==> src/rtl/rpfb_pkg.sv <==
`timescale 1ns / 1ps
`default_nettype none
// ----------------------------------------------------------------------------
// rpfb_pkg
// Shared types and codes for the rotated packed-pixel frame buffer.
// ----------------------------------------------------------------------------
package rpfb_pkg;

    localparam int DEF_PANEL_WIDTH  = 168;
    localparam int DEF_PANEL_HEIGHT = 384;

    // Byte index as computed by the front end, before range check.
    // Covers the largest panel: 511 row pairs * 128 bytes + 127.
    localparam int IDX_W = 17;

    // Command field codes
    localparam logic [1:0] CMD_PLOT = 2'd0;
    localparam logic [1:0] CMD_FILL = 2'd1;
    localparam logic [1:0] CMD_READ = 2'd2;

    // Task codes passed from front end to back end
    localparam logic [1:0] OP_NONE = 2'd0;
    localparam logic [1:0] OP_PLOT = 2'd1;
    localparam logic [1:0] OP_FILL = 2'd2;
    localparam logic [1:0] OP_READ = 2'd3;

    typedef struct packed {
        logic [1:0]       op;
        logic             clip;
        logic             on;
        logic [2:0]       bitpos;
        logic [7:0]       data;
        logic [IDX_W-1:0] idx;
    } t_task;

endpackage
`default_nettype wire

==> src/rtl/rpfb_fifo.sv <==
`timescale 1ns / 1ps
`default_nettype none
// ----------------------------------------------------------------------------
// rpfb_fifo
// Two-entry task queue between front end and back end.
// ----------------------------------------------------------------------------
module rpfb_fifo
    import rpfb_pkg::*;
(
    input  wire logic  i_clk,
    input  wire logic  i_rst_n,
    input  wire logic  i_push_valid,
    output logic       o_push_ready,
    input  wire t_task i_push_task,
    output logic       o_pop_valid,
    input  wire logic  i_pop_ready,
    output t_task      o_pop_task
);

    t_task      r_slot [2];
    logic       r_wp;
    logic       r_rp;
    logic [1:0] r_count;
    logic       push;
    logic       pop;

    assign o_push_ready = (r_count != 2'd2);
    assign o_pop_valid  = (r_count != 2'd0);
    assign o_pop_task   = r_slot[r_rp];
    assign push         = i_push_valid && o_push_ready;
    assign pop          = o_pop_valid && i_pop_ready;

    always_ff @(posedge i_clk) begin
        if (!i_rst_n) begin
            r_wp    <= 1'b0;
            r_rp    <= 1'b0;
            r_count <= 2'd0;
        end else begin
            if (push) begin
                r_wp <= !r_wp;
            end
            if (pop) begin
                r_rp <= !r_rp;
            end
            if (push && !pop) begin
                r_count <= r_count + 2'd1;
            end else if (pop && !push) begin
                r_count <= r_count - 2'd1;
            end
        end
    end

    always_ff @(posedge i_clk) begin
        if (push) begin
            r_slot[r_wp] <= i_push_task;
        end
    end

endmodule
`default_nettype wire

==> config.mk <==
export PLATFORM = sky130hd
export DESIGN_NAME = rpfb_fifo
export DESIGN_NICKNAME = d
export VERILOG_FILES = /design/src/rtl/rpfb_pkg.sv /design/src/rtl/rpfb_fifo.sv
export SDC_FILE = /design/constraint.sdc
export NUM_CORES = 1
export LEC_CHECK = 0
export BUFFER_PORTS_ARGS = -buffer_cell sky130_fd_sc_hd__buf_4
export CAP_MARGIN = 20
export CELL_PAD_IN_SITES_DETAIL_PLACEMENT = 0
export CELL_PAD_IN_SITES_GLOBAL_PLACEMENT = 1
export CORE_UTILIZATION = 30
export CTS_CLUSTER_SIZE = 8
export DETAILED_ROUTE_END_ITERATION = 12
export PLACE_DENSITY = 0.58
export SETUP_SLACK_MARGIN = 0.02
export SLEW_MARGIN = 10
export SYNTH_ARGS = -nofsm -noshare
export SYNTH_HDL_FRONTEND = slang
export SYNTH_SLANG_ARGS = --single-unit
==> constraint.sdc <==
create_clock -name i_clk -period 3.6 [get_ports i_clk]
set_clock_uncertainty 0.1 [all_clocks]
set_input_delay 1.08 -clock i_clk [delete_from_list [all_inputs] [get_ports i_clk]]
set_output_delay 1.08 -clock i_clk [all_outputs]
set_load 0.1 [all_outputs]
Word level (Yosys, flattened, before mapping)
Memory sizes are Yosys's and may differ from the RTL's. A register that Yosys moved wholly into a read port is not among the register bits.
Cells that the tools add are included.
Widths: inputs -> output; s select.
{"block": "word_totals", "output_inout_bits": 34, "word_cells": 23, "reg_bits": 4, "ram_bits": 64, "mem_count": 1, "inputBits": 36}
{"memory": "r_slot", "words": 2, "width": 32, "read_ports": 1, "rd_ports_with_merged_regs": 1, "wr": 1, "line_no": "rpfb_fifo.sv:20", "text": "t_task r_slot [2];"}
{"block": "op_classes", "n_eq_ne": 1, "add_sub_neg": 2, "n_reduce_logical": 10, "muxes": 6}
{"op": "$logic_and 1x1->1", "count": 4}
{"op": "$logic_not 1->1", "count": 4}
{"op": "$mux 1", "count": 4}
{"op": "$mux 2", "count": 2}
{"op": "$reduce_bool 2->1", "count": 2}
{"op": "$add 2x1->2 const B", "count": 1}
{"op": "$ne 2x2->1 const B", "count": 1}
{"op": "$sub 2x1->2 const B", "count": 1}

Longest topological paths before layout
{"block": "logic_depth", "word_depth": 6, "ltp_mapped": 6, "mapped_depth_nobuf": 6}

Worst setup path before layout
No wires, ideal clock.
{"block": "synth_path", "path_kind": "register -> output", "from": "reg (tool-made name)", "to": "out o_pop_task[27] in the netlist's numbering", "stages_incl_launch_ff": 4, "required_time_ns": 2.420, "arrival_time_ns": 1.373, "setup_slack_ns": 1.047, "path_buffers": 2, "path_cell_list": "dfxtp_1 clkbuf_1 buf_4 mux2_1"}
{"item": "end, declared", "line_no": "rpfb_fifo.sv:17", "text": "output t_task o_pop_task"}

==> impl_metrics.ini <==
[synthesis]
syn_inst = 124
yosys_register_bits = 69
syn_area_per_cell_um2 = 20.6
syn-num-nets = 161
synthDistinctLibCells = 21
ys_seq_area_share_pct = 79.3
synth_area_leaders = edfxtp_1, mux2_2, dfxtp_1
synth_top_area_share_pct = 75.3
synth_area_mm2 = 0.00255
yosys_warnings = 0
yosysTopAreaCell = edfxtp_1

[sta]
period_share_pct = 75.6
worstMarginPinSlew_ps = 801
final_max_slew_viol_count = 0
fin_ws_ps = 877
setup_violations = 0
slew_headroom_pct = 46.6
fmax_mhz = 367
period_minus_slack_ps = 2720
hold_viol = 0
finalSetupTns_ps = 0
rsz0062_at_grt = no

[critical_path]
cp.arrival_ps = 1540
endpoint_kind = primary output
cpMaxStageDelayCell = mux2_2
crit_required_ps = 2420
worstSetupPathType = reg -> out
cp_max_fo = 17
critPathLaunchType = flip-flop
cpPeakStageDelay_ps = 380
worstPathCellList = buf_4 > mux2_2 > buf_4
path_common_cell = buf_4
r2r_slack_ps = 1770
r2r_cells = 2
r2r_end = r_slot[1][22]$_DFFE_PP_
r2r-start = r_count[0]$_SDFFE_PN0P_

[place]
place_area_mm2 = 0.00321
place_inst = 297
place_hpwl_mm = 3.19
io_buffer_count = 69
place_congestion = 0.649
dp_slack_ps = 1180

[global_route]
grt_pass1_wl_mm = 7.12
first_global_vias = 1450
grt_overflow_total = 0
grt_max_degree = 33
grt_usage_pct = 11.4
antenna_found_initial = 0

[clocking]
postCtsHoldBufs = 0
post_cts_buffers = 0
cts.clk_slew.worst_paths_ps = 70
root_buffer = clkbuf_8
cts_buffers = 9
cts_tree = done
clk_latency_ps = 330
cts_resized = 0
htree_levels = 3
cts.sinks = 69
clock_path_buffers = 2

[route]
drt_pass1_iterations = 3
routed_wl_mm = 4.71
drtAntennaViolNets = 0
drt_iter0_markers = 25
avgRoutedWirePerCell_um = 15.1
vias = 1351
via_per_inst = 4.32
drc = 0

[die]
dieArea_mm2 = 0.00888
start_util_pct = 31.0
dieHeight_um = 94.2
pin_count = 70
rows = 33
die_w_um = 94.2
core-area_mm2 = 0.00822

[cells_and_area]
drive_above_1_share_pct = 56.7
regArea_mm2 = 0.00202
final_cell_mix = buf_4, edfxtp_1, mux2_2
diodes = 0
fillers = 750
multi_input_area_um2 = 500
final_common_cell = buf_4
final_cells = 313
fin_area_mm2 = 0.00342
nNetsFinal = 240
syn2layout_area_growth_pct = 33.9

[run_status]
outcome = finished clean

[min_path]
min_from = r_count[1]$_SDFFE_PN0P_
hold_depth = 2
hp-class = reg -> reg
whs_endpoint = r_count[1]$_SDFFE_PN0P_

[run]
drv_cap = 0
-- cell usage after synthesis --
| library cell | instances |
|---|---|
| a21bo_2 | 1 |
| nand3b_1 | 1 |
| o21ai_1 | 1 |
| clkbuf_1 | 1 |
| inv_1 | 1 |
| buf_4 | 3 |
| ha_1 | 1 |
| xor2_1 | 1 |
| mux2_2 | 30 |
| and3_1 | 1 |
| dfxtp_1 | 5 |
| o21ai_0 | 1 |
| or2_2 | 1 |
| nand2b_4 | 1 |
| edfxtp_1 | 64 |
| or3_1 | 1 |
| xnor2_1 | 2 |
| a21boi_0 | 1 |
| and2_1 | 4 |
| a21boi_1 | 1 |
| mux2_1 | 2 |
-- final cells by class --
class,instances,area share (%)
Clock buffer,11,3.84
Clock inverter,5,2.20
Inverter,1,0.110
Multi-Input combinational cell,50,14.6
Sequential cell,69,59.2
Tap cell,105,3.84
Timing Repair Buffer,72,16.2
-- metrics by stage --
| stage | util, % | hold slack (ps) |
|---|---|---|
| after floorplan | - | 412 |
| after global routing | 41.6 | 504 |
| after global placement | 39.1 | 433 |
| final | 41.6 | 475 |
| after CTS | 41.6 | 471 |
| after detailed placement | 39.1 | 461 |
-- sequential cells by signal, indices dropped and copies added (netlist names), named ones only --
register / flops
r_slot: 64
r_wp: 1
r_rp: 1
r_count: 2
-- cells by family after synthesis --
| kind of cell | Yosys count | synth area share (%) |
|---|---|---|
| xor+xnor | 3 | 1.03 |
| fa+ha+maj | 1 | 0.490 |
| compound gates | 5 | 1.37 |
| flops | 69 | 79.3 |
| simple gates | 9 | 2.55 |
| buf+inv | 5 | 1.18 |
| mux | 32 | 14.1 |
-- routing by layer --
layer	part of all wire (%)	wire length (um)	GRT usage (%)	up-vias
met2	55	2590	19.9	35
met4	1.8	84	7.31	0
met1	38	1810	11.8	670
met5	0	0	0	-
met3	5.0	235	3.72	9
li1	-	-	-	637
-- critical path: cells and delay by family (launching register included) --
family	cells	cell delay, ps
mux	1	380
flops	1	330
buf+inv	2	500
-- worst max-delay path by stage --
stage                 startpoint  cells past startpoint                      end
floorplan              flip-flop                      3           o_pop_task[27]
global placement       flip-flop                      3           o_pop_task[20]
detailed placement  i_push_valid                      4  r_slot[0][16]$_DFFE_PP_
CTS                    flip-flop                      3           o_pop_task[19]
global route           flip-flop                      3           o_pop_task[19]
finish                 flip-flop                      3           o_pop_task[19]
Power is not shown: default switching activity piles up to over one toggle a cycle in this logic, so the estimate is an artifact.
