`src/rtl/rpfb_pkg.sv`:
```
`timescale 1ns / 1ps
`default_nettype none
// ----------------------------------------------------------------------------
// rpfb_pkg
// Shared types and codes for the rotated packed-pixel frame buffer.
// ----------------------------------------------------------------------------
package rpfb_pkg;

    localparam int DEF_PANEL_WIDTH  = 168;
    localparam int DEF_PANEL_HEIGHT = 384;

    // Byte index as computed by the front end, before range check.
    // Covers the largest panel: 511 row pairs * 128 bytes + 127.
    localparam int IDX_W = 17;

    // Command field codes
    localparam logic [1:0] CMD_PLOT = 2'd0;
    localparam logic [1:0] CMD_FILL = 2'd1;
    localparam logic [1:0] CMD_READ = 2'd2;

    // Task codes passed from front end to back end
    localparam logic [1:0] OP_NONE = 2'd0;
    localparam logic [1:0] OP_PLOT = 2'd1;
    localparam logic [1:0] OP_FILL = 2'd2;
    localparam logic [1:0] OP_READ = 2'd3;

    typedef struct packed {
        logic [1:0]       op;
        logic             clip;
        logic             on;
        logic [2:0]       bitpos;
        logic [7:0]       data;
        logic [IDX_W-1:0] idx;
    } t_task;

endpackage
`default_nettype wire

```
`src/rtl/rpfb_front.sv`:
```
`timescale 1ns / 1ps
`default_nettype none
// ----------------------------------------------------------------------------
// rpfb_front
// Takes command beats, applies rotation and clipping, and hands a decoded
// task to the queue through one register stage.
// ----------------------------------------------------------------------------
module rpfb_front
    import rpfb_pkg::*;
#(
    parameter int PANEL_WIDTH  = DEF_PANEL_WIDTH,
    parameter int PANEL_HEIGHT = DEF_PANEL_HEIGHT
) (
    input  wire logic        i_clk,
    input  wire logic        i_rst_n,
    input  wire logic        i_cfg_valid,
    output logic             o_cfg_ready,
    input  wire logic [1:0]  i_cfg_data,
    input  wire logic        i_in_valid,
    output logic             o_in_stall,
    input  wire logic [1:0]  i_command,
    input  wire logic [9:0]  i_pixel_x,
    input  wire logic [9:0]  i_pixel_y,
    input  wire logic        i_pixel_on,
    input  wire logic [7:0]  i_fill_byte,
    input  wire logic [12:0] i_read_index,
    output logic             o_task_valid,
    input  wire logic        i_task_ready,
    output t_task            o_task
);

    localparam int ROW_BYTES   = PANEL_WIDTH / 4;
    localparam int STORE_DEPTH = ROW_BYTES * (PANEL_HEIGHT / 2);

    localparam logic [1:0] ROT_0   = 2'd0;
    localparam logic [1:0] ROT_90  = 2'd1;
    localparam logic [1:0] ROT_180 = 2'd2;
    localparam logic [1:0] ROT_270 = 2'd3;

    localparam logic signed [11:0] W_S  = 12'(PANEL_WIDTH);
    localparam logic signed [11:0] H_S  = 12'(PANEL_HEIGHT);
    localparam logic signed [11:0] WM_S = 12'(PANEL_WIDTH - 1);
    localparam logic signed [11:0] HM_S = 12'(PANEL_HEIGHT - 1);

    logic [1:0]        r_rotation;
    logic              r_valid;
    t_task             r_task;
    t_task             n_task;
    logic              accept;
    logic signed [11:0] sx, sy, px, py;
    logic              off_panel;
    logic [IDX_W-1:0]  pidx;

    assign o_cfg_ready  = 1'b1;
    assign o_in_stall   = r_valid && !i_task_ready;
    assign accept       = i_in_valid && !o_in_stall;
    assign o_task_valid = r_valid;
    assign o_task       = r_task;

    always_comb begin
        sx = $signed({2'b00, i_pixel_x});
        sy = $signed({2'b00, i_pixel_y});
        case (r_rotation)
            ROT_0: begin
                px = sx;
                py = sy;
            end
            ROT_90: begin
                px = WM_S - sy;
                py = sx;
            end
            ROT_180: begin
                px = WM_S - sx;
                py = HM_S - sy;
            end
            ROT_270: begin
                px = sy;
                py = HM_S - sx;
            end
            default: begin
                px = sx;
                py = sy;
            end
        endcase
        off_panel = px[11] || py[11] || (px >= W_S) || (py >= H_S);
        // row pair times bytes per row, plus column quad
        pidx = IDX_W'(py[9:1]) * IDX_W'(ROW_BYTES) + IDX_W'(px[8:2]);

        n_task        = '0;
        n_task.on     = i_pixel_on;
        n_task.data   = i_fill_byte;
        n_task.bitpos = 3'd7 - {px[1:0], py[0]};
        case (i_command)
            CMD_PLOT: begin
                if (off_panel || (pidx >= IDX_W'(STORE_DEPTH))) begin
                    n_task.op   = OP_NONE;
                    n_task.clip = 1'b1;
                end else begin
                    n_task.op  = OP_PLOT;
                    n_task.idx = pidx;
                end
            end
            CMD_FILL: begin
                n_task.op = OP_FILL;
            end
            CMD_READ: begin
                if (IDX_W'(i_read_index) < IDX_W'(STORE_DEPTH)) begin
                    n_task.op  = OP_READ;
                    n_task.idx = IDX_W'(i_read_index);
                end else begin
                    n_task.op = OP_NONE;
                end
            end
            default: begin
                n_task.op = OP_NONE;
            end
        endcase
    end

    always_ff @(posedge i_clk) begin
        if (!i_rst_n) begin
            r_rotation <= ROT_0;
            r_valid    <= 1'b0;
        end else begin
            if (i_cfg_valid) begin
                r_rotation <= i_cfg_data;
            end
            if (accept) begin
                r_valid <= 1'b1;
            end else if (i_task_ready) begin
                r_valid <= 1'b0;
            end
        end
    end

    always_ff @(posedge i_clk) begin
        if (accept) begin
            r_task <= n_task;
        end
    end

endmodule
`default_nettype wire

```
`config.mk`:
```
export PLATFORM = sky130hd
export DESIGN_NAME = rpfb_front
export DESIGN_NICKNAME = d
export VERILOG_FILES = /design/src/rtl/rpfb_pkg.sv /design/src/rtl/rpfb_front.sv
export SDC_FILE = /design/constraint.sdc
export NUM_CORES = 1
export LEC_CHECK = 0
export ABC_AREA = 1
export BUFFER_PORTS_ARGS = -buffer_cell sky130_fd_sc_hd__buf_2
export CAP_MARGIN = 0
export CORE_AREA = 2 2 85 87
export DETAILED_ROUTE_END_ITERATION = 6
export DIE_AREA = 0 0 87 89
export PLACE_DENSITY = 0.79
export SYNTH_ARGS = -nofsm -noshare
export SYNTH_HDL_FRONTEND = slang
export SYNTH_SLANG_ARGS = --single-unit
```
`constraint.sdc`:
```
create_clock -name i_clk -period 9.3 [get_ports i_clk]
set_clock_uncertainty 0.1 [all_clocks]
set_input_delay 0 -clock i_clk [delete_from_list [all_inputs] [get_ports i_clk]]
set_output_delay 0 -clock i_clk [all_outputs]
set_load 0.005 [all_outputs]
```
Yosys cells after proc, flatten, opt, wreduce, memory -nomap -nowiden
Index checks and enable logic that the tools add are counted.
{"block": "op_classes", "n_addsub": 6, "n_mul": 1, "magnitude_cmp": 4, "eq_ne": 5, "mux": 11, "reduce_logical": 11}
{"op": "case mux 12 bit (4 select lines)", "n": 2}
{"op": "case mux 16 bit (2 select lines)", "n": 1}
{"op": "subtractor 8 x 10 -> 11 bit, first input constant", "n": 2}
{"op": "subtractor 9 x 10 -> 11 bit, first input constant", "n": 2}
{"op": "adder 15 x 7 -> 16 bit", "n": 1}
{"op": ">= comparator 16 x 13 -> 1 bit, second input constant", "n": 1}
{"op": "two-way mux 16 bit", "n": 1}
{"op": "multiplier 9 x 5 -> 14 bit, second input constant", "n": 1}
{"op": "< comparator 13 bit, second input constant", "n": 1}
{"op": "two-way mux 13 bit", "n": 1}
{"op": ">= comparator 12 x 10 -> 1 bit, second input constant", "n": 1}
{"op": ">= comparator 12 x 9 -> 1 bit, second input constant", "n": 1}
{"op": "== test 2 bit, second input constant", "n": 3}
{"op": "case mux 2 bit (3 select lines)", "n": 1}
{"op": "== test 2 x 1 -> 1 bit, second input constant", "n": 2}
{"op": "logical NOT 2 bit", "n": 2}
{"op": "logical OR 1 bit", "n": 4}
{"op": "two-way mux 1 bit", "n": 4}
{"op": "subtractor 3 bit, first input constant", "n": 1}
{"op": "logical AND 1 bit", "n": 2}
{"op": "logical NOT 1 bit", "n": 2}
{"op": "two-way mux 2 bit", "n": 1}
{"op": "nonzero test 2 bit", "n": 1}
{"block": "totals", "reg_bits": 35, "inputBits": 51}

Logic depth before layout (Yosys ltp)
Gate-level depths: netlist of run 1.
{"block": "depth", "depth_word": 8, "ltp_mapped": 30, "ltp_nobuf": 28}

Worst setup path after synthesis of run 1
Ideal clock, no wire load.
{"block": "synth_timing", "kind": "register -> register", "from": "reg r_rotation[0]", "to": "reg r_task (netlist bit o_task[29]), data pin", "setup_ns": 0.250, "arrival_ns": 4.337, "t_required_ns": 8.950, "slack_ns": 4.613, "stages_incl_launch_ff": 28, "path_buffers": 5, "synth_period_minus_slack_ns": 4.687, "cell_sequence": "dfxtp_1 buf_6 clkbuf_1 clkbuf_1 nand2_1 nand2_1 xor2_1 ha_1 ha_1 ha_1 ha_1 buf_4 xnor2_1 ha_1 nand2_1 nor2_1 nand2_1 nand3_1 nand3_1 nor2_1 nand2_1 nand2_1 nand2_1 nor2_1 nand3_2 nor2_4 buf_6 nor3_2"}
{"block": "synth_between", "elab_chain_len": 7, "elab_cells_between_ends": 16, "cone_classes": "add/sub (1); mul (1); order compare (3); eq/ne (3); mux (3); reduce/logical (5)"}
{"element": "from (decl)", "line": "rpfb_front.sv:45", "source": "logic [1:0] r_rotation;"}
{"element": "from (signal assigned)", "line": "rpfb_front.sv:126", "source": "r_rotation <= i_cfg_data;"}
{"element": "== test 2 bit, or another cell as far along", "line": "rpfb_front.sv:63", "source": "case (r_rotation)"}
{"element": "case mux 12 bit (4 select lines)", "line": "rpfb_front.sv:63"}
{"element": "multiplier 9 x 5 -> 14 bit, or another cell as far along", "line": "rpfb_front.sv:87", "source": "pidx = IDX_W'(py[9:1]) * IDX_W'(ROW_BYTES) + IDX_W'(px[8:2]);"}
{"element": "adder 15 x 7 -> 16 bit / logical OR 1 bit (equally long branches)", "line": "rpfb_front.sv:87, rpfb_front.sv:85"}
{"element": ">= comparator 16 x 13 -> 1 bit / logical OR 1 bit (equally long branches)", "line": "rpfb_front.sv:95, rpfb_front.sv:85"}
{"element": "logical OR 1 bit (*)", "line": "rpfb_front.sv:95", "source": "if (off_panel || (pidx >= IDX_W'(STORE_DEPTH))) begin"}
{"element": "two-way mux 1 bit (*)", "line": "rpfb_front.sv:95"}
{"element": "to (signal assigned)", "line": "rpfb_front.sv:138", "source": "r_task <= n_task;"}
{"element": "to (decl)", "line": "rpfb_front.sv:47", "source": "t_task r_task;"}
Every way passes the cells marked *; elsewhere a longest branch is shown, timed or not.
A chain may end at the register's enable or synchronous reset.

Worst setup path after layout of run 1
Ends and elaborated chain as after synthesis.

==> metrics.yaml, run 1 <==
run_status:
  outcome: "completed"
cts:
  path_clk_slew_ns: 0.07
  cts_max_level: 2
  cts_tree: "built"
  cts_setup_buffers: 0
  cts_buffer_depth: 2
  numCtsBuffers: 5
  cts_resized: 0
  numClockSinks: 34
  cts_root_buf: "clkbuf_8"
  clkLatencyLatePin_ns: 0.28
  ctsHoldBuffers: 32
die:
  dieArea_sq_um: 7743
  initial_core_util: 0.5382
  die_x_um: 87
  core_sq_um: 6719
  die_y_um: 89
  pin_count: 86
  placementRows: 30
placement:
  finalWeightedCongestion: 0.8982
  placed_area_sq_um: 4069
  dpl.hpwl_um: 6687
  numPortBuffers: 83
grt:
  grt-ovfl-total: 0
  grt_pass1_wl_um: 14980
  antenna_found_initial: 0
  grt_usage: 0.2437
  grt_pass1_vias: 3517
  grt_max_degree: 32
timing:
  fin_crit_sh: 0.6366
  drv_slew: 0
  tns_ns: 0
  hold_violations: 0
  fmax_mhz: 168.9
  setup_violations: 0
  worst_pin_slew_ns: 0.8774
  rsz0062_at_grt: "no"
  period_needed_ns: 5.920
  max_slew_margin: 0.4129
drt:
  vias: 3725
  route.antenna.remaining_nets: 0
  wl_per_cell_um: 12.90
  viasPerCell: 5.181
  first_iter_violations: 176
  firstDrtPassIters: 4
  wirelength_um: 9275
  drc: 0
logic_synthesis:
  synth_area_leaders: "edfxtp_1, nand2_1, ha_1, inv_1, nand3_1"
  synth_top_family_by_area: "simple AND/OR/NAND/NOR gates"
  ys_ff_latch: 34
  synth_top_area_share: 0.2574
  netlist_area_sq_um: 3616
  synthTopCellsByCount: "nand2_1, inv_1, nand3_1"
  ys_warn_count: 0
  synth_cell_types: 38
  synth_xor_area_frac: 0.04118
  synth-seq-area-share: 0.2740
  yosysMostFrequentCell: "nand2_1"
  ys.flop_type: "edfxtp_1"
  synth_area_leader_cell: "edfxtp_1"
  synth_compound_area_frac: 0.06263
  synthAdderAreaFrac: 0.1557
  synth_enable_flop_cells: 31
  avgSynthCellArea_sq_um: 6.901
  async_flop_share: 0
  synth_cells: 524
  yosys.area_share.simple: 0.3478
  synth_mux_area_frac: 0
flow_run:
  maxCapViolations: 0
worst_setup_path:
  critical-path-max-stage-delay_ns: 0.89
  cp_max_fo: 25
  end_kind: "flop"
  cp_data_arrival_time_ns: 5.86
  cp_slowest_cell: "dfxtp_1"
  critical_path_required_ns: 9.24
  startpoint_type: "flop"
  r2r_slack_ns: 3.38
  critical_path_class: "flop to flop"
  cp_common_cell: "nand2_1"
final_layout:
  diodes: 0
  syn_to_final_growth_pct: 23.74
  fin_area_sq_um: 4474
  drive_gt1_frac: 0.1909
  layout.nets: 731
pwr:
  ir_worst_vdd_v: 0.0001434
  power_leakage_nw: 2.485
  power_density_nw_per_um2: 228.9
worst_hold_path:
  hold_path_class: "primary input to flop"
## cells in the final DEF, fill, tap and decap left out, types with 2 or more instances in the layout
| master | Yosys | final |
|---|---|---|
| a21oi_1 | 11 | 11 |
| clkinv_1 | 1 | 2 |
| nand3_2 | 4 | 4 |
| nor3_2 | 2 | 2 |
| nor2_1 | 30 | 29 |
| nand3_1 | 55 | 55 |
| buf_4 | 5 | 2 |
| nand2_1 | 178 | 178 |
| nor2_2 | 2 | 3 |
| buf_2 | 1 | 83 |
| nor2_4 | 2 | 2 |
| o21ai_0 | 10 | 10 |
| xor2_1 | 14 | 14 |
| ha_1 | 37 | 37 |
| xnor2_1 | 3 | 3 |
| dlygate4sd3_1 | 0 | 32 |
| clkbuf_8 | 0 | 5 |
| edfxtp_1 | 31 | 31 |
| dfxtp_1 | 3 | 3 |
| o21ai_1 | 3 | 3 |
| inv_2 | 7 | 7 |
| conb_1 | 2 | 5 |
| o22ai_1 | 4 | 4 |
| nand3b_1 | 5 | 5 |
| inv_1 | 80 | 80 |
| o21a_1 | 2 | 2 |
| a31oi_1 | 3 | 3 |
| nand2_2 | 9 | 9 |
| fa_1 | 5 | 5 |
## through the flow
stage / total power (W) / hold slack, ns / std cells / utilization / worst slack (ns)
6_report: 0.001024 / 0.02920 / 719 / 0.6659 / 3.380
5_1_grt: 0.001138 / 0.07192 / 719 / 0.6659 / 2.938
4_1_cts: 0.001016 / 0.02647 / 719 / 0.6659 / 3.452
3_5_place_dp: 0.0008996 / 0.07969 / 679 / 0.6056 / 3.970
3_3_place_gp: 0.0008766 / 0.07742 / 679 / 0.6056 / 4.158
2_1_floorplan: 0.0007540 / -0.001131 / 527 / - / 4.613
## metal layers
metal  up-vias  GRT usage  share of wire
met5         -          0              0
met4         0    0.08665          0.023
met3        20    0.02401          0.060
met2       154     0.4858           0.51
met1      1661     0.2649           0.41
li1       1890          -              -
## logic make-up (layout without fill, tap and decap cells)
logic type | after synthesis | count (layout)
AOI/OAI and AO/OA | 39 | 39
xor gates and xnor gates | 17 | 17
adders and majority gates | 42 | 42
buffers and inverters | 101 | 213
DFF | 34 | 34
other | 2 | 5
and+or+nand+nor | 289 | 289
## worst max-delay path: cells and delay by family (launching register included)
family | cells | cell delay [ns]
AOI/OAI and AO/OA | 2 | 0.43
adders and majority gates | 5 | 1.50
buffers and inverters | 3 | 0.65
DFF | 1 | 0.89
and+or+nand+nor | 15 | 2.11
## report_power, final
part | internal (W) | switching [W]
combinational | 0.000259 | 0.000475
sequential | 0.000179 | 0.00000483
clock | 0.0000512 | 0.0000548
total | 0.000490 | 0.000534
## state kept, by name, summed over array words and instances (netlist names)
name	flops
o_task	31
r_rotation	2
o_task_valid	1
## layout make-up
cell class              count  area [sq um]
fillers                   521          2245
repair buffers            117         750.7
clock buffers               5         68.82
flip-flops and latches     34         991.0
inverters                  88         330.3
clock inverters             3         16.27
multi-input cells         392          2217
well taps                  80         100.1
## final timing paths
| kind | cells past startpoint | start | end |
|---|---|---|---|
| min reg2reg | 2 | r_rotation[1]$_SDFFE_PN0P_ | o_task[26]$_DFFE_PP_ |
| max | 25 | r_rotation[0]$_SDFFE_PN0P_ | o_task[29]$_SDFFCE_PN0P_ |
| max reg2reg | 25 | r_rotation[0]$_SDFFE_PN0P_ | o_task[29]$_SDFFCE_PN0P_ |
| min | 5 | i_pixel_y[0] | o_task[25]$_DFFE_PP_ |
(Power assumes the default switching activity.)
==> run 2: changes to the inputs <==
--- a/config.mk
+++ b/config.mk
@@ -8,10 +8,10 @@
 export ABC_AREA = 1
 export BUFFER_PORTS_ARGS = -buffer_cell sky130_fd_sc_hd__buf_2
 export CAP_MARGIN = 0
-export CORE_AREA = 2 2 85 87
+export CORE_AREA = 2 2 89 91
 export DETAILED_ROUTE_END_ITERATION = 6
-export DIE_AREA = 0 0 87 89
-export PLACE_DENSITY = 0.79
+export DIE_AREA = 0 0 91 93
+export PLACE_DENSITY = 0.76
 export SYNTH_ARGS = -nofsm -noshare
 export SYNTH_HDL_FRONTEND = slang
 export SYNTH_SLANG_ARGS = --single-unit
==> constraint.sdc (replaced) <==
create_clock -name i_clk -period 4.8 [get_ports i_clk]
set_clock_uncertainty 0.1 [all_clocks]
set_input_delay 0 -clock i_clk [delete_from_list [all_inputs] [get_ports i_clk]]
set_output_delay 0 -clock i_clk [all_outputs]
set_load 0.005 [all_outputs]
==> run 2 against run 1 <==
  * Via count down 1.7%
  * Flip-flop and latch count unchanged
  * Worst hold slack worse by 0.013 ns
  * Critical path type unchanged
  * Sequential power up 93%
  * Routed wire length down 2.4%
  * Fmax up 31%
  * Clock power up 85%
  * Largest power group unchanged
  * Die area up 9.3%
==> metrics.yaml, run 2 (synthesized netlist as in run 1, its figures left out) <==
die:
  core_sq_um: 7527  # was 6719 sq um
  die_x_um: 91  # was 87 um
  initial_core_util: 0.4804  # was 0.5382
  dieArea_sq_um: 8463  # was 7743 sq um
  pin_count: 86  # unchanged
  placementRows: 32  # was 30
  die_y_um: 93  # was 89 um
timing:
  period_needed_ns: 4.506  # was 5.920 ns
  max_slew_margin: 0.4094  # was 0.4129
  fmax_mhz: 221.9  # was 168.9 MHz
  worst_pin_slew_ns: 0.8826  # was 0.8774 ns
  fin_crit_sh: 0.9387  # was 0.6366
  worst_slack_ns: 0.2942  # was 3.380 ns
  hold_violations: 0  # unchanged
  setup_violations: 0  # unchanged
  drv_slew: 0  # unchanged
drt:
  wl_per_cell_um: 12.13  # was 12.90 um
  drc: 0  # unchanged
  vias: 3660  # was 3725
  wirelength_um: 9052  # was 9275 um
  route.antenna.remaining_nets: 0  # unchanged
  viasPerCell: 4.906  # was 5.181
  firstDrtPassIters: 4  # unchanged
  first_iter_violations: 155  # was 176
cts:
  numClockSinks: 34  # unchanged
  cts_tree: "built"  # unchanged
  cts_max_level: 2  # unchanged
  cts_buffer_depth: 2  # unchanged
  path_clk_slew_ns: 0.07  # about the same
  numCtsBuffers: 5  # unchanged
  clkLatencyLatePin_ns: 0.29  # was 0.28 ns
  cts_root_buf: "clkbuf_8"  # unchanged
worst_hold_path:
  hold_path_class: "primary input to flop"  # unchanged
worst_setup_path:
  end_kind: "flop"  # unchanged
  startpoint_type: "flop"  # unchanged
  cp_data_arrival_time_ns: 4.44  # was 5.86 ns
  cp_max_fo: 7  # was 25
  critical_path_class: "flop to flop"  # unchanged
  critical_path_required_ns: 4.74  # was 9.24 ns
final_layout:
  fin_area_sq_um: 4611  # was 4474 sq um
  syn_to_final_growth_pct: 27.51  # was 23.74%
  diodes: 0  # unchanged
  drive_gt1_frac: 0.2252  # was 0.1909
  layout_common_cells: "nand2_1, buf_2, inv_1, nand3_1, ha_1"  # unchanged
  multiInputGateArea_sq_um: 2287  # was 2217 sq um
  fin_util: 0.6125  # was 0.6659
  n_fill_cell: 678  # was 521
  layout.nets: 736  # was 731
  seq_area_sq_um: 996.0  # was 991.0 sq um
  stdcell_count: 746  # was 719
  largest_reg_flops: 31  # unchanged
  layout_commonest_cell: "nand2_1"  # unchanged
grt:
  antenna_found_initial: 0  # unchanged
  grt_max_degree: 32  # unchanged
  grt_pass1_wl_um: 15220  # was 14980 um
  grt-ovfl-total: 0  # unchanged
  grt_pass1_vias: 3525  # was 3517
  grt_usage: 0.2159  # was 0.2437
run_status:
  outcome: "completed"  # unchanged
placement:
  placed_area_sq_um: 4119  # was 4069 sq um
  finalWeightedCongestion: 0.8933  # was 0.8982
  dpl.hpwl_um: 6838  # was 6687 um
  pre_cts_ws_ns: 0.01476  # was 3.970 ns
  numPortBuffers: 83  # unchanged
  place_inst: 704  # was 679
flow_run:
  maxCapViolations: 0  # unchanged
pwr:
  ir_worst_vdd_v: 0.0001751  # was 0.0001434 V
  power_density_nw_per_um2: 440.9  # was 228.9 nW/um^2
  power_leakage_nw: 2.526  # was 2.485 nW
[run 2: cell types whose count changed in the layout (fill, tap and decap cells not counted), moves of 3 or more]
| cell | delta |
|---|---|
| buf_4 | +5 |
| nor2_2 | +3 |
| ha_2 | +4 |
| dlygate4sd3_1 | -3 |
| xor2_2 | +4 |
| ha_1 | -4 |
| nor2_1 | -3 |
| xor2_1 | -4 |
[run 2: what timing repair did]
| action | CTS | global route |
|---|---|---|
| endpoints found under the hold margin | 27 | 0 |
| pin swaps | 1 | 2 |
| resized for setup | 0 | 24 |
| setup buffers | 3 | 2 |
| endpoints found under the setup margin | 2 | 15 |
| hold buffers | 29 | 0 |
[run 2: layer usage]
metal / vias to the layer above / routed length [um] / global-route usage / part of all wire
met2: 110 / 4579 / 0.4068 / 0.51
met4: 0 / 211 / 0.08081 / 0.023
met1: 1639 / 3817 / 0.2492 / 0.42
li1: 1892 / - / - / -
met3: 19 / 443 / 0.02740 / 0.049
met5: - / 0 / 0 / 0
[run 2: layout make-up]
type,count,share of cell area
multi-input cells,392,0.4961
flip-flops and latches,34,0.2160
repair buffers,122,0.1704
inverters,88,0.07218
well taps,102,0.02768
clock buffers,6,0.01574
clock inverters,2,0.001900
[run 2: power breakdown]
| group | internal (W) | switching, W |
|---|---|---|
| clock | 0.0000995 | 0.0000963 |
| combinational | 0.000529 | 0.000952 |
| sequential | 0.000348 | 0.00000755 |
[run 2: worst paths after layout]
kind,endpoint,cells after the start,from,slack (ns)
hold / removal,o_task[25]$_DFFE_PP_,5,i_pixel_x[0],0.02
setup / recovery,o_task[5]$_DFFE_PP_,24,r_rotation[0]$_SDFFE_PN0P_,0.29
hold reg to reg,o_task[26]$_DFFE_PP_,2,r_rotation[1]$_SDFFE_PN0P_,0.71
setup reg to reg,o_task[5]$_DFFE_PP_,24,r_rotation[0]$_SDFFE_PN0P_,0.29
[run 2: critical path: stages, from the launching register on]
cell and delay [ns]:
dfxtp_4 0.41, clkbuf_2 0.16, nand2_1 0.06, o21ai_1 0.13, xor2_1 0.24, ha_1 0.27
ha_1 0.32, ha_1 0.29, ha_2 0.40, xnor2_1 0.09, ha_1 0.34, nand2_1 0.08
nor2_1 0.09, nand2_1 0.05, nand3_1 0.12, inv_1 0.05, nor2_1 0.15, nand3_1 0.10
nand2_1 0.12, nand3_1 0.14, nor3_4 0.19, nor2_4 0.06, buf_4 0.15, nand3_1 0.07
nand2_1 0.06
[run 2: stage by stage]
step                      power, W  hold WS (ns)  setup TNS, ns
after CTS                 0.001964       0.01356              0
after detailed placement  0.001743       0.07886              0
final                     0.002033       0.01605              0
after floorplan           0.001461     -0.001131              0
after global routing      0.002288       0.05500        -0.1737
after global placement    0.001707       0.07748              0
==> run 3: changes to the inputs <==
--- a/config.mk
+++ b/config.mk
@@ -8,9 +8,9 @@
 export ABC_AREA = 1
 export BUFFER_PORTS_ARGS = -buffer_cell sky130_fd_sc_hd__buf_2
 export CAP_MARGIN = 0
-export CORE_AREA = 2 2 89 91
+export CORE_AREA = 2 2 64 126
 export DETAILED_ROUTE_END_ITERATION = 6
-export DIE_AREA = 0 0 91 93
+export DIE_AREA = 0 0 66 128
 export PLACE_DENSITY = 0.76
 export SYNTH_ARGS = -nofsm -noshare
 export SYNTH_HDL_FRONTEND = slang
==> run 3 against run 2 <==
  * Utilization rose by 0.85 points
  * Register-to-register slack improved by 0.02 ns
  * Die area down 0.18%
  * Sequential power hardly changed
  * Flip-flop and latch count stayed put
  * Largest cell class unchanged
==> metrics.yaml, run 3 (synthesized netlist as in run 1, its figures left out) <==
worst_setup_path:
  critical_path_class: "flop to flop"  # unchanged
  worst_r2r_endpoint: "o_task[9]$_DFFE_PP_"  # was o_task[5]$_DFFE_PP_
  path_delay_family: "simple AND/OR/NAND/NOR gates"  # was adder cells
  endpoint: "o_task[9]$_DFFE_PP_"  # was o_task[5]$_DFFE_PP_
  startpoint_type: "flop"  # unchanged
  end_kind: "flop"  # unchanged
  path_buf_inv: 2  # was 3
  cp_common_cell: "nand2_1"  # unchanged
  critical_path_required_ns: 4.85  # was 4.74 ns
  cp_max_fo: 15  # was 7
  critPathLaunch: "r_rotation[1]$_SDFFE_PN0P_"  # was r_rotation[0]$_SDFFE_PN0P_
  r2r_slack_ns: 0.31  # was 0.29 ns
  critical-path-max-stage-delay_ns: 0.39  # was 0.41 ns
  worst-path-stages: 25  # was 24
  worstRegToRegCells: 25  # was 24
  rr_startpoint: "r_rotation[1]$_SDFFE_PN0P_"  # was r_rotation[0]$_SDFFE_PN0P_
  cp_slowest_cell: "ha_2"  # was dfxtp_4
  cp_data_arrival_time_ns: 4.54  # was 4.44 ns
drt:
  route.antenna.remaining_nets: 0  # unchanged
  viasPerCell: 5.009  # was 4.906
  vias: 3712  # was 3660
  drc: 0  # unchanged
  wl_per_cell_um: 12.54  # was 12.13 um
  wirelength_um: 9291  # was 9052 um
  first_iter_violations: 233  # was 155
  firstDrtPassIters: 4  # unchanged
placement:
  placed_area_sq_um: 4124  # was 4119 sq um
  numPortBuffers: 83  # unchanged
  place_inst: 698  # was 704
  finalWeightedCongestion: 0.8914  # was 0.8933
  dpl.hpwl_um: 7294  # was 6838 um
final_layout:
  largest_reg_flops: 31  # unchanged
  fin_area_sq_um: 4686  # was 4611 sq um
  layout_common_cells: "nand2_1, buf_2, inv_1, nand3_1, ha_1"  # unchanged
  layout_commonest_cell: "nand2_1"  # unchanged
  stdcell_count: 741  # was 746
  diodes: 0  # unchanged
  n_fill_cell: 671  # was 678
  syn_to_final_growth_pct: 29.58  # was 27.51%
  layout.nets: 739  # was 736
  drive_gt1_frac: 0.2164  # was 0.2252
grt:
  antenna_found_initial: 0  # unchanged
  grt_pass1_wl_um: 14700  # was 15220 um
  grt.busiest_layer: "met2"  # unchanged
  grt-ovfl-total: 0  # unchanged
  use_met3: 0.01493  # was 0.02740
  grt_usage: 0.2227  # was 0.2159
  grt_max_degree: 32  # unchanged
  use_met1: 0.2074  # was 0.2492
  grt_pass1_vias: 3482  # was 3525
  met2_usage: 0.4510  # was 0.4068
timing:
  setup_violations: 0  # unchanged
  rsz0062_at_grt: "no"
  tns_ns: 0  # unchanged
  worst_pin_slew_ns: 0.8708  # was 0.8826 ns
  max_slew_margin: 0.4173  # was 0.4094
  hold_violations: 0  # unchanged
  period_needed_ns: 4.490  # was 4.506 ns
  fin_crit_sh: 0.9355  # was 0.9387
  drv_slew: 0  # unchanged
  fmax_mhz: 222.7  # was 221.9 MHz
cts:
  cts_buffer_depth: 2  # unchanged
  cts_max_level: 2  # unchanged
  numCtsBuffers: 5  # unchanged
  numClockSinks: 34  # unchanged
  clkLatencyLatePin_ns: 0.28  # was 0.29 ns
  cts_tree: "built"  # unchanged
  cts_root_buf: "clkbuf_16"  # was clkbuf_8
  path_clk_slew_ns: 0.05  # was 0.07 ns
worst_hold_path:
  hold_path_class: "primary input to flop"  # unchanged
pwr:
  internal-power_w: 0.001124  # was 0.0009765 W
  power_density_nw_per_um2: 463.5  # was 440.9 nW/um^2
  switching_power_w: 0.001047  # was 0.001056 W
  power_leakage_nw: 2.568  # was 2.526 nW
  clkPwrFrac: 0.164  # was 0.096
  ir_worst_vdd_v: 0.0002090  # was 0.0001751 V
  power_frac_comb: 0.673  # was 0.729
  seqPwrFrac: 0.163  # was 0.175
  sw_frac_of_total: 0.4823  # was 0.5196
die:
  die_y_um: 128  # was 93 um
  die_x_um: 66  # was 91 um
  core_sq_um: 7545  # was 7527 sq um
  dieArea_sq_um: 8448  # was 8463 sq um
  initial_core_util: 0.4793  # was 0.4804
  pin_count: 86  # unchanged
  placementRows: 45  # was 32
run_status:
  outcome: "completed"  # unchanged
flow_run:
  maxCapViolations: 0  # unchanged
run 3: worst min-delay path, cell delays in order:
cell and delay, ns:
buf_2 0.09, nand2_1 0.04, nand2_1 0.06, xor2_1 0.06
inv_1 0.04
run 3: cell type report:
cell class	instances	area, sq um	area share
Multi-Input combinational cell	392	2256	0.4814
Clock buffer	7	132.6	0.02830
Inverter	88	332.8	0.07103
Clock inverter	1	30.03	0.006409
Tap cell	94	117.6	0.02510
Timing Repair Buffer	125	824.5	0.1760
Sequential cell	34	992.2	0.2117
run 3: worst min-delay path by stage:
stage	start	endpoint	slack [ns]	cells after the start
6_report	i_pixel_y[0]	o_task[25]$_DFFE_PP_	0.01	5
5_1_grt	i_pixel_x[0]	o_task[25]$_DFFE_PP_	0.07	5
4_1_cts	i_pixel_y[0]	o_task[25]$_DFFE_PP_	0.02	5
3_5_place_dp	i_fill_byte[3]	o_task[20]$_DFFE_PP_	0.08	1
3_3_place_gp	i_fill_byte[6]	o_task[23]$_DFFE_PP_	0.08	1
2_1_floorplan	i_fill_byte[0]	o_task[17]$_DFFE_PP_	-0.001	0
run 3: repair_timing:
item	in CTS	in global routing
setup endpoints to repair	0	15
endpoints found under the hold margin	27	0
gates resized for setup	0	13
setup buffers	0	4
hold buffers	31	0
run 3: power groups by stage:
stage,Combinational [W],Sequential (W),Clock [W]
final,0.00146,0.000354,0.000357
after global routing,0.00167,0.000355,0.000370
after CTS,0.00142,0.000353,0.000357
after detailed placement,0.00140,0.000359,0
after global placement,0.00137,0.000358,0
after floorplan,0.00110,0.000363,0
run 3: layer usage:
| metal | vias to the layer above | routed length, um |
|---|---|---|
| met5 | - | 0 |
| met4 | 0 | 378 |
| met1 | 1682 | 3139 |
| met2 | 100 | 5438 |
| met3 | 30 | 334 |
| li1 | 1900 | - |
run 3: stage by stage:
step                      setup slack, ns  power, W    util  hold slack (ns)
after floorplan                    0.1130  0.001461       -        -0.001131
after global placement             0.1950  0.001728  0.5466          0.07594
after detailed placement          0.08276  0.001754  0.5466          0.07966
after CTS                         0.05496  0.002134  0.6093          0.01677
after global routing             0.007315  0.002396  0.6211          0.07256
final                              0.3098  0.002172  0.6211          0.01356
